--- src/rtl/multi_channel_countdown_timer_macros.svh ---
// assertion macros for the countdown timer bank
`ifndef MULTI_CHANNEL_COUNTDOWN_TIMER_MACROS_SVH
`define MULTI_CHANNEL_COUNTDOWN_TIMER_MACROS_SVH

`ifndef NO_ASSERTIONS

`define MCDT_ASSERT(lbl, prop, msg) \
  lbl: assert property (@(posedge clk) disable iff (rst) prop) else $error(msg);

`define MCDT_ASSERT_NEXT(lbl, cond, nxt, msg) \
  lbl: assert property (@(posedge clk) disable iff (rst) cond |=> nxt) else $error(msg);

`else

`define MCDT_ASSERT(lbl, prop, msg)

`define MCDT_ASSERT_NEXT(lbl, cond, nxt, msg)

`endif

`endif

--- src/rtl/mcdt_pkg.sv ---
// types and constants shared by the countdown timer bank
`timescale 1ns / 1ps
`default_nettype none

package mcdt_pkg;

  localparam int unsigned NS_W = 63;

  localparam logic [29:0] NS_PER_S  = 30'd1000000000;
  localparam logic [9:0]  NS_PER_US = 10'd1000;

  typedef enum logic [1:0] {
    ACT_TICK    = 2'd0,
    ACT_ARM     = 2'd1,
    ACT_DISARM  = 2'd2,
    ACT_READ    = 2'd3
  } act_t;

  typedef enum logic [1:0] {
    KIND_DONE  = 2'd0,
    KIND_FIRED = 2'd1,
    KIND_CLOCK = 2'd2
  } kind_t;

  localparam logic [1:0] CLK_MONO = 2'd0;
  localparam logic [1:0] CLK_REAL = 2'd1;

  typedef enum logic [1:0] {
    ST_IDLE,
    ST_TICK,
    ST_READ
  } state_t;

  // tick wave that travels down the slot chain
  typedef struct packed {
    logic            valid;
    logic [NS_W-1:0] amount;
  } wave_t;

  // slot write command, applied to the selected cell
  typedef struct packed {
    logic            arm;
    logic            disarm;
    logic [NS_W-1:0] amount;
    logic [NS_W-1:0] period;
  } slot_cmd_t;

endpackage

`default_nettype wire

--- src/rtl/mcdt_cell.sv ---
// one timer slot of the chain: countdown, period and armed flag
`timescale 1ns / 1ps
`default_nettype none

module mcdt_cell (
  input  wire logic                 clk,
  input  wire logic                 rst,
  input  wire logic                 en,
  input  wire logic                 sel,
  input  wire mcdt_pkg::slot_cmd_t  cmd,
  input  wire mcdt_pkg::wave_t      wave_in,
  output mcdt_pkg::wave_t           wave_out,
  output logic                      fire
);

  logic [mcdt_pkg::NS_W-1:0] remaining;
  logic [mcdt_pkg::NS_W-1:0] period;
  logic                      armed;
  logic                      wave_vld;
  logic [mcdt_pkg::NS_W-1:0] wave_amt;

  assign fire     = wave_in.valid && armed && (remaining <= wave_in.amount);
  assign wave_out = '{valid: wave_vld, amount: wave_amt};

  always_ff @(posedge clk) begin
    if (rst) begin
      armed    <= 1'b0;
      wave_vld <= 1'b0;
    end else begin
      if (cmd.arm && sel) begin
        armed <= 1'b1;
      end else if (cmd.disarm && sel) begin
        armed <= 1'b0;
      end else if (en && fire && (period == '0)) begin
        armed <= 1'b0;
      end
      if (en) begin
        wave_vld <= wave_in.valid;
      end
    end
  end

  always_ff @(posedge clk) begin
    if (cmd.arm && sel) begin
      remaining <= cmd.amount;
      period    <= cmd.period;
    end else if (cmd.disarm && sel) begin
      remaining <= '0;
      period    <= '0;
    end else if (en && wave_in.valid && armed) begin
      if (fire) begin
        // one-shot keeps zero, periodic reloads
        remaining <= period;
      end else begin
        remaining <= remaining - wave_in.amount;
      end
    end
    if (en) begin
      wave_amt <= wave_in.amount;
    end
  end

endmodule

`default_nettype wire

--- config.mk ---
export PLATFORM = sky130hd
export DESIGN_NAME = mcdt_cell
export DESIGN_NICKNAME = d
export VERILOG_FILES = /design/src/rtl/multi_channel_countdown_timer_macros.svh /design/src/rtl/mcdt_pkg.sv /design/src/rtl/mcdt_cell.sv
export SDC_FILE = /design/constraint.sdc
export NUM_CORES = 1
export LEC_CHECK = 0
export BUFFER_PORTS_ARGS = -buffer_cell sky130_fd_sc_hd__buf_2
export CORE_MARGIN = 2
export CORE_UTILIZATION = 60
export DETAILED_ROUTE_END_ITERATION = 6
export MAX_ROUTING_LAYER = met4
export PLACE_DENSITY = 0.84
export SLEW_MARGIN = 40
export SYNTH_ARGS = -nofsm -noshare
export SYNTH_HDL_FRONTEND = slang
export SYNTH_SLANG_ARGS = --single-unit
--- constraint.sdc ---
create_clock -name clk -period 10.5 [get_ports clk]
set_clock_uncertainty 0.15 [all_clocks]
set_input_delay 1.575 -clock clk [delete_from_list [all_inputs] [get_ports clk]]
set_output_delay 1.575 -clock clk [all_outputs]
set_load 0.02 [all_outputs]
==> impl_metrics.tcl, run 1 <==
set metrics [dict create \
    outcome "finished, final reports clean" \
    place.gp.congestion 1.05 \
    powerDensity_mw_per_mm2 177 \
    start_util 0.606 \
    mappedNetlistArea_mm2 0.0117 \
    cts_buffer_depth 2 \
    place_hpwl_mm 25.7 \
    synth.yosys.warnings 0 \
    max_cap_violations 0 \
    cts_buffers 17 \
    ioPinCount 261 \
    fin_cells 1668 \
    cts_post_setup_buffers_inserted 0 \
    cts_hold_buffers 0 \
    vdd_drop_max_mv 0.126 \
    synth_area_per_cell_um2 9.95 \
    cp_data_arrival_time_ps 4310 \
    crit_type "input pin to output port" \
    clock_sinks 191 \
    area_growth_pct 16.4 \
    rows 51 \
    drt_first_iter_violations 1188 \
    sw_frac_of_total 0.351 \
    die-area_mm2 0.0206 \
    hold_viol_final 0 \
    ys_ff_latch 191 \
    fmaxAchievable_mhz 166 \
    clk_pin_slew_ps 70 \
    ant_nets 0 \
    drc 0 \
    cts_tree "built" \
    hold_class "register to register" \
    insertion_delay_ps 440 \
    grt_max_degree 89 \
    vias 10200 \
    syn_nets 1433 \
    fin_area_mm2 0.0136 \
    power_frac_comb 0.340 \
    synth_top_area_cell "edfxtp_1" \
    drt-wirelength-per-cell_um 20.7 \
    post_cts_resized 0 \
    cp-start-kind "input pin" \
    async_reset_ff_frac 0 \
    worst_slew_pin_slew_ps 814 \
    fp.dieW_um 143 \
    end_kind "output port" \
    ys_seq_area_frac 0.490 \
    setup_viol 0 \
    p_sw_uw 845 \
    p_int_uw 1560 \
    leakagePower_uw 0.00579 \
    grt_pass1_wl_mm 52.1 \
    drt_pass1_iterations 6 \
    path_max_fanout 7 \
    htreeDepth 4 \
    core-area_mm2 0.0193 \
    p_total_uw 2410 \
    place_inst 1635 \
    die_h_um 143 \
    drt_wl_total_mm 34.5 \
    synth_top_cell_area_share 0.486 \
    fin_setup_tns_ps 0 \
    rsz0062_at_grt "no" \
    seqPwrFrac 0.410 \
    syn-instance-count 1173 \
    maxSlewHeadroom 0.450 \
    grt_pass1_vias 9476 \
    antenna_found_initial 2 \
    overflow 0 \
    track_usage 0.344 \
    place_area_mm2 0.0131 \
    final_nets 1649 \
    ys_types 68 \
    vias_per_cell 6.14 \
    portBuffers 260 \
    synth_area_leaders "edfxtp_1, ha_1, a21oi_1" \
    clockRootBuffer "clkbuf_16" \
    critPathRequiredTime_ps 8780 \
    synth_edf_count 189 \
    fin_crit_ps 6030 \
    clkPwrFrac 0.250 \
    maxSlewViolCount 0 \
    drive_gt1_frac 0.225 \
    ys.flop_type "edfxtp_1" \
    post-route-period-util 0.575 \
]
## routing by layer
metal / up-vias / track usage / wire (um)
met2: 574 / 0.510 / 15700
met1: 4837 / 0.484 / 14700
met4: 0 / 0.111 / 824
met3: 57 / 0.0606 / 3260
met5: - / - / 0
li1: 4777 / - / -
## worst paths after layout
kind / startpoint / end / slack (ps) / cells past startpoint
worst min register to register: wave_vld / wave_vld / 400 / 2
worst max register to register: remaining[18] / remaining[41] / 6310 / 11
worst max-delay path: wave_in[16] / fire / 4470 / 11
worst min-delay path: wave_vld / wave_vld / 400 / 2
## synthesized netlist by cell type, types with 17 or more instances
cell type	count
xnor2_1	30
o21ai_1	31
a32oi_1	20
nor2_1	65
a21o_1	26
clkbuf_1	41
nand2_1	108
o21ai_0	77
and3_1	65
a21oi_1	114
nand4_1	34
ha_1	63
buf_2	20
inv_1	82
edfxtp_1	189
nand3_1	17
xor2_1	30
nor4_1	20
## power by group through the flow
stage | combinational [uW] | clock (uW) | sequential [uW]
2_1_floorplan | 552 | 0 | 1020
3_3_place_gp | 785 | 0 | 999
3_5_place_dp | 792 | 0 | 1000
4_1_cts | 800 | 602 | 986
5_1_grt | 901 | 630 | 994
6_report | 818 | 602 | 987
## cell type report
cell class                 count  area, um2
antenna                        2       5.00
clock inverter                12       87.6
multi-input combinational    828       5330
tap                          265        332
inverter                      83        313
timing repair buffer         268       1370
sequential                   191       5720
fill                        1527       5690
clock buffer                  19        433
## layout by cell type, fill, tap and decap left out, types with 3 or more instances in the layout
| cell type | instances |
|---|---|
| a211oi_1 | 3 |
| a21boi_0 | 3 |
| a21o_1 | 26 |
| a21oi_1 | 114 |
| a22oi_1 | 7 |
| a31oi_1 | 8 |
| a32oi_1 | 20 |
| and2_1 | 3 |
| and3_1 | 65 |
| buf_2 | 258 |
| buf_4 | 9 |
| clkbuf_16 | 17 |
| clkinv_4 | 3 |
| clkinvlp_4 | 3 |
| edfxtp_1 | 189 |
| ha_1 | 63 |
| inv_1 | 82 |
| inv_6 | 3 |
| mux2i_1 | 8 |
| nand2_1 | 107 |
| nand2b_1 | 7 |
| nand3_1 | 17 |
| nand4_1 | 34 |
| nor2_1 | 65 |
| nor2b_1 | 5 |
| nor3_1 | 8 |
| nor4_1 | 18 |
| nor4_2 | 4 |
| o211ai_1 | 6 |
| o21a_1 | 9 |
| o21ai_0 | 77 |
| o21ai_1 | 30 |
| o21bai_1 | 9 |
| o221ai_1 | 3 |
| o31ai_1 | 8 |
| or3_1 | 4 |
| xnor2_1 | 30 |
| xor2_1 | 30 |
## worst max-delay path: stages
cell     delay, ps
buf_2          100
inv_1           50
ha_1           410
nand4_1        170
nor4_1         680
nand3_1        180
nor4_2         390
or4_2          230
o22ai_2        150
nor2_4         180
buf_2          180
## sequential cells by signal (all words and copies together), names as in the netlist
signal,flops
period,63
remaining,63
wave_amt,63
armed,1
wave_vld,1
## through the flow
| step | utilization | hold WS, ps | setup slack, ps |
|---|---|---|---|
| 3_5_place_dp | 0.677 | 388 | 4480 |
| 2_1_floorplan | - | 312 | 5070 |
| 3_3_place_gp | 0.677 | 381 | 4590 |
| 4_1_cts | 0.704 | 403 | 4460 |
| 5_1_grt | 0.705 | 439 | 4220 |
| 6_report | 0.705 | 399 | 4470 |
## cell families (layout without fill, tap and decap cells)
family,after synthesis,in the layout,synth area share
compound gates,348,348,0.184
xor+xnor,60,60,0.0450
fa+ha+maj,64,64,0.0693
buf+inv,154,382,0.0552
flops,191,191,0.490
mux,8,8,0.00686
other cells,0,2,0
simple gates,348,348,0.149
No activity file was read; power rests on OpenSTA's default activity.
==> inputs of run 2 (changes only) <==
Settings changed: CORE_UTILIZATION 60 to 50, PLACE_DENSITY 0.84 to 0.75.
Clock period 10.5 ns to 5.3 ns, I/O delays scaled along.
==> impl_metrics.tcl, run 2 (synthesis results as in run 1) <==
set metrics [dict create \
    outcome "finished, final reports clean" \
    vdd_drop_max_mv 0.182 \
    seq_area_mm2 0.00572 \
    insertion_delay_ps 440 \
    path_max_fanout 7 \
    start_util 0.512 \
    drt_first_iter_violations 1134 \
    cts_hold_buffers 0 \
    place_hpwl_mm 26.5 \
    layout_common_cells "buf_2, edfxtp_1, a21oi_1" \
    vias_per_cell 5.91 \
    slowest_stage "nor4_1" \
    cts_buffers 17 \
    path_delay_family "simple AND/OR/NAND/NOR gates" \
    rows 55 \
    overflow 0 \
    drc 0 \
    clock_sinks 191 \
    post-route-period-util 0.847 \
    cts_post_setup_buffers_inserted 0 \
    hold_viol_final 0 \
    dpl_worst_slack_ps 812 \
    maxSlewViolCount 0 \
    drt-wirelength-per-cell_um 20.4 \
    maxSlewHeadroom 0.465 \
    crit_type "input pin to output port" \
    rsz0062_at_grt "no" \
    clk_pin_slew_ps 70 \
    powerDensity_mw_per_mm2 357 \
    drt_wl_total_mm 35.1 \
    cts_buffer_depth 2 \
    place.gp.congestion 0.959 \
    fin_ws_ps 814 \
    critPathRequiredTime_ps 4360 \
    setup_viol 0 \
    n_fill_cell 1931 \
    cts_tree "built" \
    cp_slowest_stage_delay_ps 590 \
    fmaxAchievable_mhz 223 \
    fp.dieW_um 157 \
    critical_path.cell_chain "buf_2, inv_1, ha_1, nand4_1, nor4_1, buf_4, nand3_1, nor4_2, or4_2, o22ai_2, nor2_4, buf_2" \
    hold_class "register to register" \
    grt_pass1_wl_mm 53.2 \
    drt_pass1_iterations 6 \
    top_regs "period x63, remaining x63, wave_amt x63" \
    htreeDepth 4 \
    grt_pass1_vias 9697 \
    critical_path_buf_inv_count 4 \
    crit_top_cell "buf_2" \
    max_cap_violations 0 \
    end_kind "output port" \
    post_cts_resized 0 \
    ant_nets 0 \
    core-area_mm2 0.0228 \
    portBuffers 260 \
    cp-start-kind "input pin" \
    fin_crit_ps 4490 \
    fin_setup_tns_ps 0 \
    area_growth_pct 18.0 \
    drive_gt1_frac 0.231 \
    vias 10200 \
    final_nets 1657 \
    die_h_um 157 \
    grt_max_degree 71 \
    clockRootBuffer "clkbuf_16" \
    antenna_found_initial 1 \
    ioPinCount 261 \
    cp_data_arrival_time_ps 3540 \
    layout_commonest_cell "buf_2" \
    die-area_mm2 0.0246 \
    track_usage 0.291 \
    worst_slew_pin_slew_ps 802 \
    leakagePower_uw 0.00587 \
    multiInputGateArea_mm2 0.00533 \
]
[run 2: cell types whose count changed in the layout (fill, tap and decap cells not counted), moves of 2 or more]
cell	delta
clkinv_2	+3
clkinv_4	-3
buf_2	+2
inv_8	+2
bufinv_16	+2
buf_4	+6
clkbuf_1	-2
[run 2: routing by layer]
layer | part of all wire | wire [um] | global-route usage
met1 | 0.45 | 15700 | 0.406
met2 | 0.45 | 15900 | 0.445
met3 | 0.075 | 2640 | 0.0404
met4 | 0.025 | 881 | 0.0869
met5 | 0 | 0 | -
[run 2: final cells by class]
cell class                 instances  share of cell area
clock buffer                      17              0.0309
clock inverter                    15              0.0114
sequential                       191               0.415
timing repair buffer             276               0.104
antenna                            1            0.000182
inverter                          83              0.0227
tap                              313              0.0284
multi-input combinational        828               0.387
[run 2: final timing paths]
kind	startpoint	end	slack (ps)	cells after the start
worst min register to register	wave_vld	wave_vld	370	2
worst min-delay path	wave_vld	wave_vld	370	2
worst max-delay path	wave_in[16]	fire	810	12
worst max register to register	remaining[26]	remaining[37]	1270	13
[run 2: per-stage QoR]
| stage | power, uW | area, um2 | util | hold slack (ps) | std cells |
|---|---|---|---|---|---|
| detailed placement | 3590 | 13200 | 0.579 | 351 | 1691 |
| CTS | 4880 | 13800 | 0.604 | 373 | 1723 |
| global placement | 3570 | 13200 | 0.578 | 328 | 1691 |
| finish | 4920 | 13800 | 0.604 | 370 | 1724 |
| global route | 5150 | 13800 | 0.604 | 385 | 1724 |
| floorplan | 3110 | 11700 | - | 312 | 1173 |
[run 2: report_power, final]
group	total (uW)	internal (uW)	switching (uW)
Combinational	1650	614	1030
Clock	1320	703	615
Sequential	1960	1890	72.2
[run 2: worst min-delay path, delay by kind of cell (launching register included)]
family / cells / cell delay, ps
mux: 1 / 70
flops: 1 / 330
simple gates: 1 / 80
==> inputs of run 3 (changes only) <==
Settings changed: ABC_AREA set to 1, CORE_UTILIZATION 50 to 52.
Clock period 5.3 ns to 4 ns, I/O delays scaled along.
==> impl_metrics.tcl, run 3 <==
set metrics [dict create \
    cts_buffer_depth 2 \
    ys_seq_area_frac 0.394 \
    p_int_uw 4360 \
    cp.depth 12 \
    path_max_fanout 19 \
    top_regs "period x63, remaining x63, wave_amt x63" \
    clk_pin_slew_ps 90 \
    portBuffers 260 \
    die-area_mm2 0.0292 \
    drc 0 \
    syn_nets 2282 \
    drt-wirelength-per-cell_um 18.2 \
    setup_viol 0 \
    overflow 0 \
    grt_max_degree 65 \
    drt_pass1_iterations 7 \
    area_growth_pct 15.5 \
    maxSlewViolCount 0 \
    cts_buffers 17 \
    drt_wl_total_mm 48.4 \
    cp_data_arrival_time_ps 2910 \
    critical_path.cell_chain "ha_1, nand2_1, nor2_1, nand2_1, inv_1, nand2_1, nor2_2, nand2_2, nand2_4, nand2_4, inv_1, buf_2" \
    track_usage 0.347 \
    synth.yosys.warnings 0 \
    multiInputGateArea_mm2 0.00693 \
    critPathRequiredTime_ps 3250 \
    fp.dieW_um 171 \
    slowest_stage "edfxtp_1" \
    start_util 0.524 \
    fin_area_mm2 0.0167 \
    crit_type "register to output port" \
    clockRootBuffer "clkbuf_16" \
    vias_per_cell 5.15 \
    layout_commonest_cell "nand2_1" \
    async_reset_ff_frac 0 \
    cts_post_setup_buffers_inserted 0 \
    yosysMostFrequentCell "nand2_1" \
    synth_top_area_cell "edfxtp_1" \
    hold_depth 2 \
    max_cap_violations 0 \
    ff2ff_path_depth 14 \
    cts_tree "built" \
    power_frac_comb 0.409 \
    diodes 0 \
    drt_first_iter_violations 1393 \
    yosys-top-cells-count "nand2_1, inv_1, edfxtp_1" \
    leakagePower_uw 0.00904 \
    ys_types 36 \
    post_cts_resized 0 \
    end_kind "output port" \
    hold_class "input pin to register" \
    seq_area_mm2 0.00572 \
    worst_slew_pin_slew_ps 772 \
    antenna_found_initial 1 \
    place_area_mm2 0.0161 \
    ioPinCount 261 \
    vdd_drop_max_mv 0.272 \
    final_nets 2535 \
    fin_crit_ps 3660 \
    clock_sinks 191 \
    rsz0062_at_grt "no" \
    htreeDepth 4 \
    synth_edf_count 189 \
    cp_slowest_stage_delay_ps 400 \
    place_hpwl_mm 39.4 \
    ys.flop_type "edfxtp_1" \
    n_fill_cell 2571 \
    fmaxAchievable_mhz 273 \
    cts_hold_buffers 0 \
    synth_top_cell_area_share 0.392 \
    rows 61 \
    die_h_um 171 \
    synth_area_leaders "edfxtp_1, nand2_1, inv_1" \
    seqPwrFrac 0.351 \
    sw_frac_of_total 0.413 \
    crit_top_cell "nand2_1" \
    maxSlewHeadroom 0.485 \
    fin_setup_tns_ps 0 \
    drive_gt1_frac 0.179 \
    ant_nets 0 \
    path_delay_family "simple AND/OR/NAND/NOR gates" \
    layout_common_cells "nand2_1, inv_1, buf_2" \
    place.gp.congestion 0.970 \
    hold_viol_final 0 \
    p_total_uw 7420 \
    vias 13700 \
    outcome "finished, final reports clean" \
    cp-start-kind "register" \
    ys_ff_latch 191 \
    grt_pass1_vias 13200 \
    post-route-period-util 0.916 \
    p_sw_uw 3060 \
    insertion_delay_ps 450 \
    mappedNetlistArea_mm2 0.0145 \
    synth_area_per_cell_um2 7.17 \
    critical_path_buf_inv_count 3 \
    core-area_mm2 0.0276 \
    powerDensity_mw_per_mm2 443 \
    grt_pass1_wl_mm 73.0 \
    clkPwrFrac 0.240 \
    syn-instance-count 2022 \
    fin_hold_ws_ps 162 \
]
run 3: cell types whose count changed in the layout (fill, tap and decap cells not counted), sizes merged, moves of 25 or more:
cell	change
a21o	-25
a21oi	-49
and3	-64
inv	+335
nand2	+659
nand3	+112
nand3b	+72
nand4	-28
nor2	+111
o21ai	-91
xor2	-29
run 3: final timing paths:
check	slack (ps)	end	startpoint
max	340	fire	remaining[24]
min	160	armed	rst
max reg2reg	730	remaining[6]	remaining[24]
min reg2reg	320	wave_vld	wave_vld
run 3: area by class of cell:
cell class / instances / share of cell area
Clock inverter: 14 / 0.0100
Inverter: 417 / 0.0937
Timing Repair Buffer: 274 / 0.0870
Sequential cell: 191 / 0.342
Tap cell: 378 / 0.0283
Clock buffer: 18 / 0.0256
Multi-Input combinational cell: 1374 / 0.414
run 3: worst register-to-register path, stage by stage, from the launching register on:
cell and delay (ps):
edfxtp_1 400, ha_1 370, nand2_1 170, nor2_1 320, nand2_1 150, inv_1 100, nand2_1 90, nor2_2 170
nand2_2 100, nand2_4 110, buf_12 310, buf_4 320, nand3b_2 100, nand3_1 110, nand2_1 70
run 3: kinds of logic (layout without fill, tap and decap cells):
kind of cell	after synthesis	count (layout)	synth area share
xor gates and xnor gates	37	37	0.0224
DFF	191	191	0.394
AOI/OAI and AO/OA	92	92	0.0341
and+or+nand+nor	1181	1181	0.365
buffers and inverters	457	723	0.129
adders and majority gates	64	64	0.0558
run 3: per-layer routing:
layer  global-route usage  wire, um  vias up
met2                0.518     20600      587
met3               0.0546      4310       66
met5                    -         0        -
met4                0.116      1640        0
met1                0.482     21800     6315
li1                     -         -     6765
run 3: power by group through the flow:
stage	registers (uW)	clock network (uW)	logic, uW
2_1_floorplan	2690	0	2040
5_1_grt	2620	1850	3370
6_report	2600	1780	3030
3_5_place_dp	2650	0	2960
4_1_cts	2600	1790	2980
3_3_place_gp	2640	0	2920
run 3: stage by stage:
| stage | instances | worst slack [ps] | utilization |
|---|---|---|---|
| 6_report | 2666 | 337 | 0.606 |
| 5_1_grt | 2666 | 217 | 0.606 |
| 4_1_cts | 2665 | 407 | 0.605 |
| 3_5_place_dp | 2633 | 494 | 0.583 |
| 3_3_place_gp | 2632 | 560 | 0.583 |
| 2_1_floorplan | 2022 | 22.1 | - |
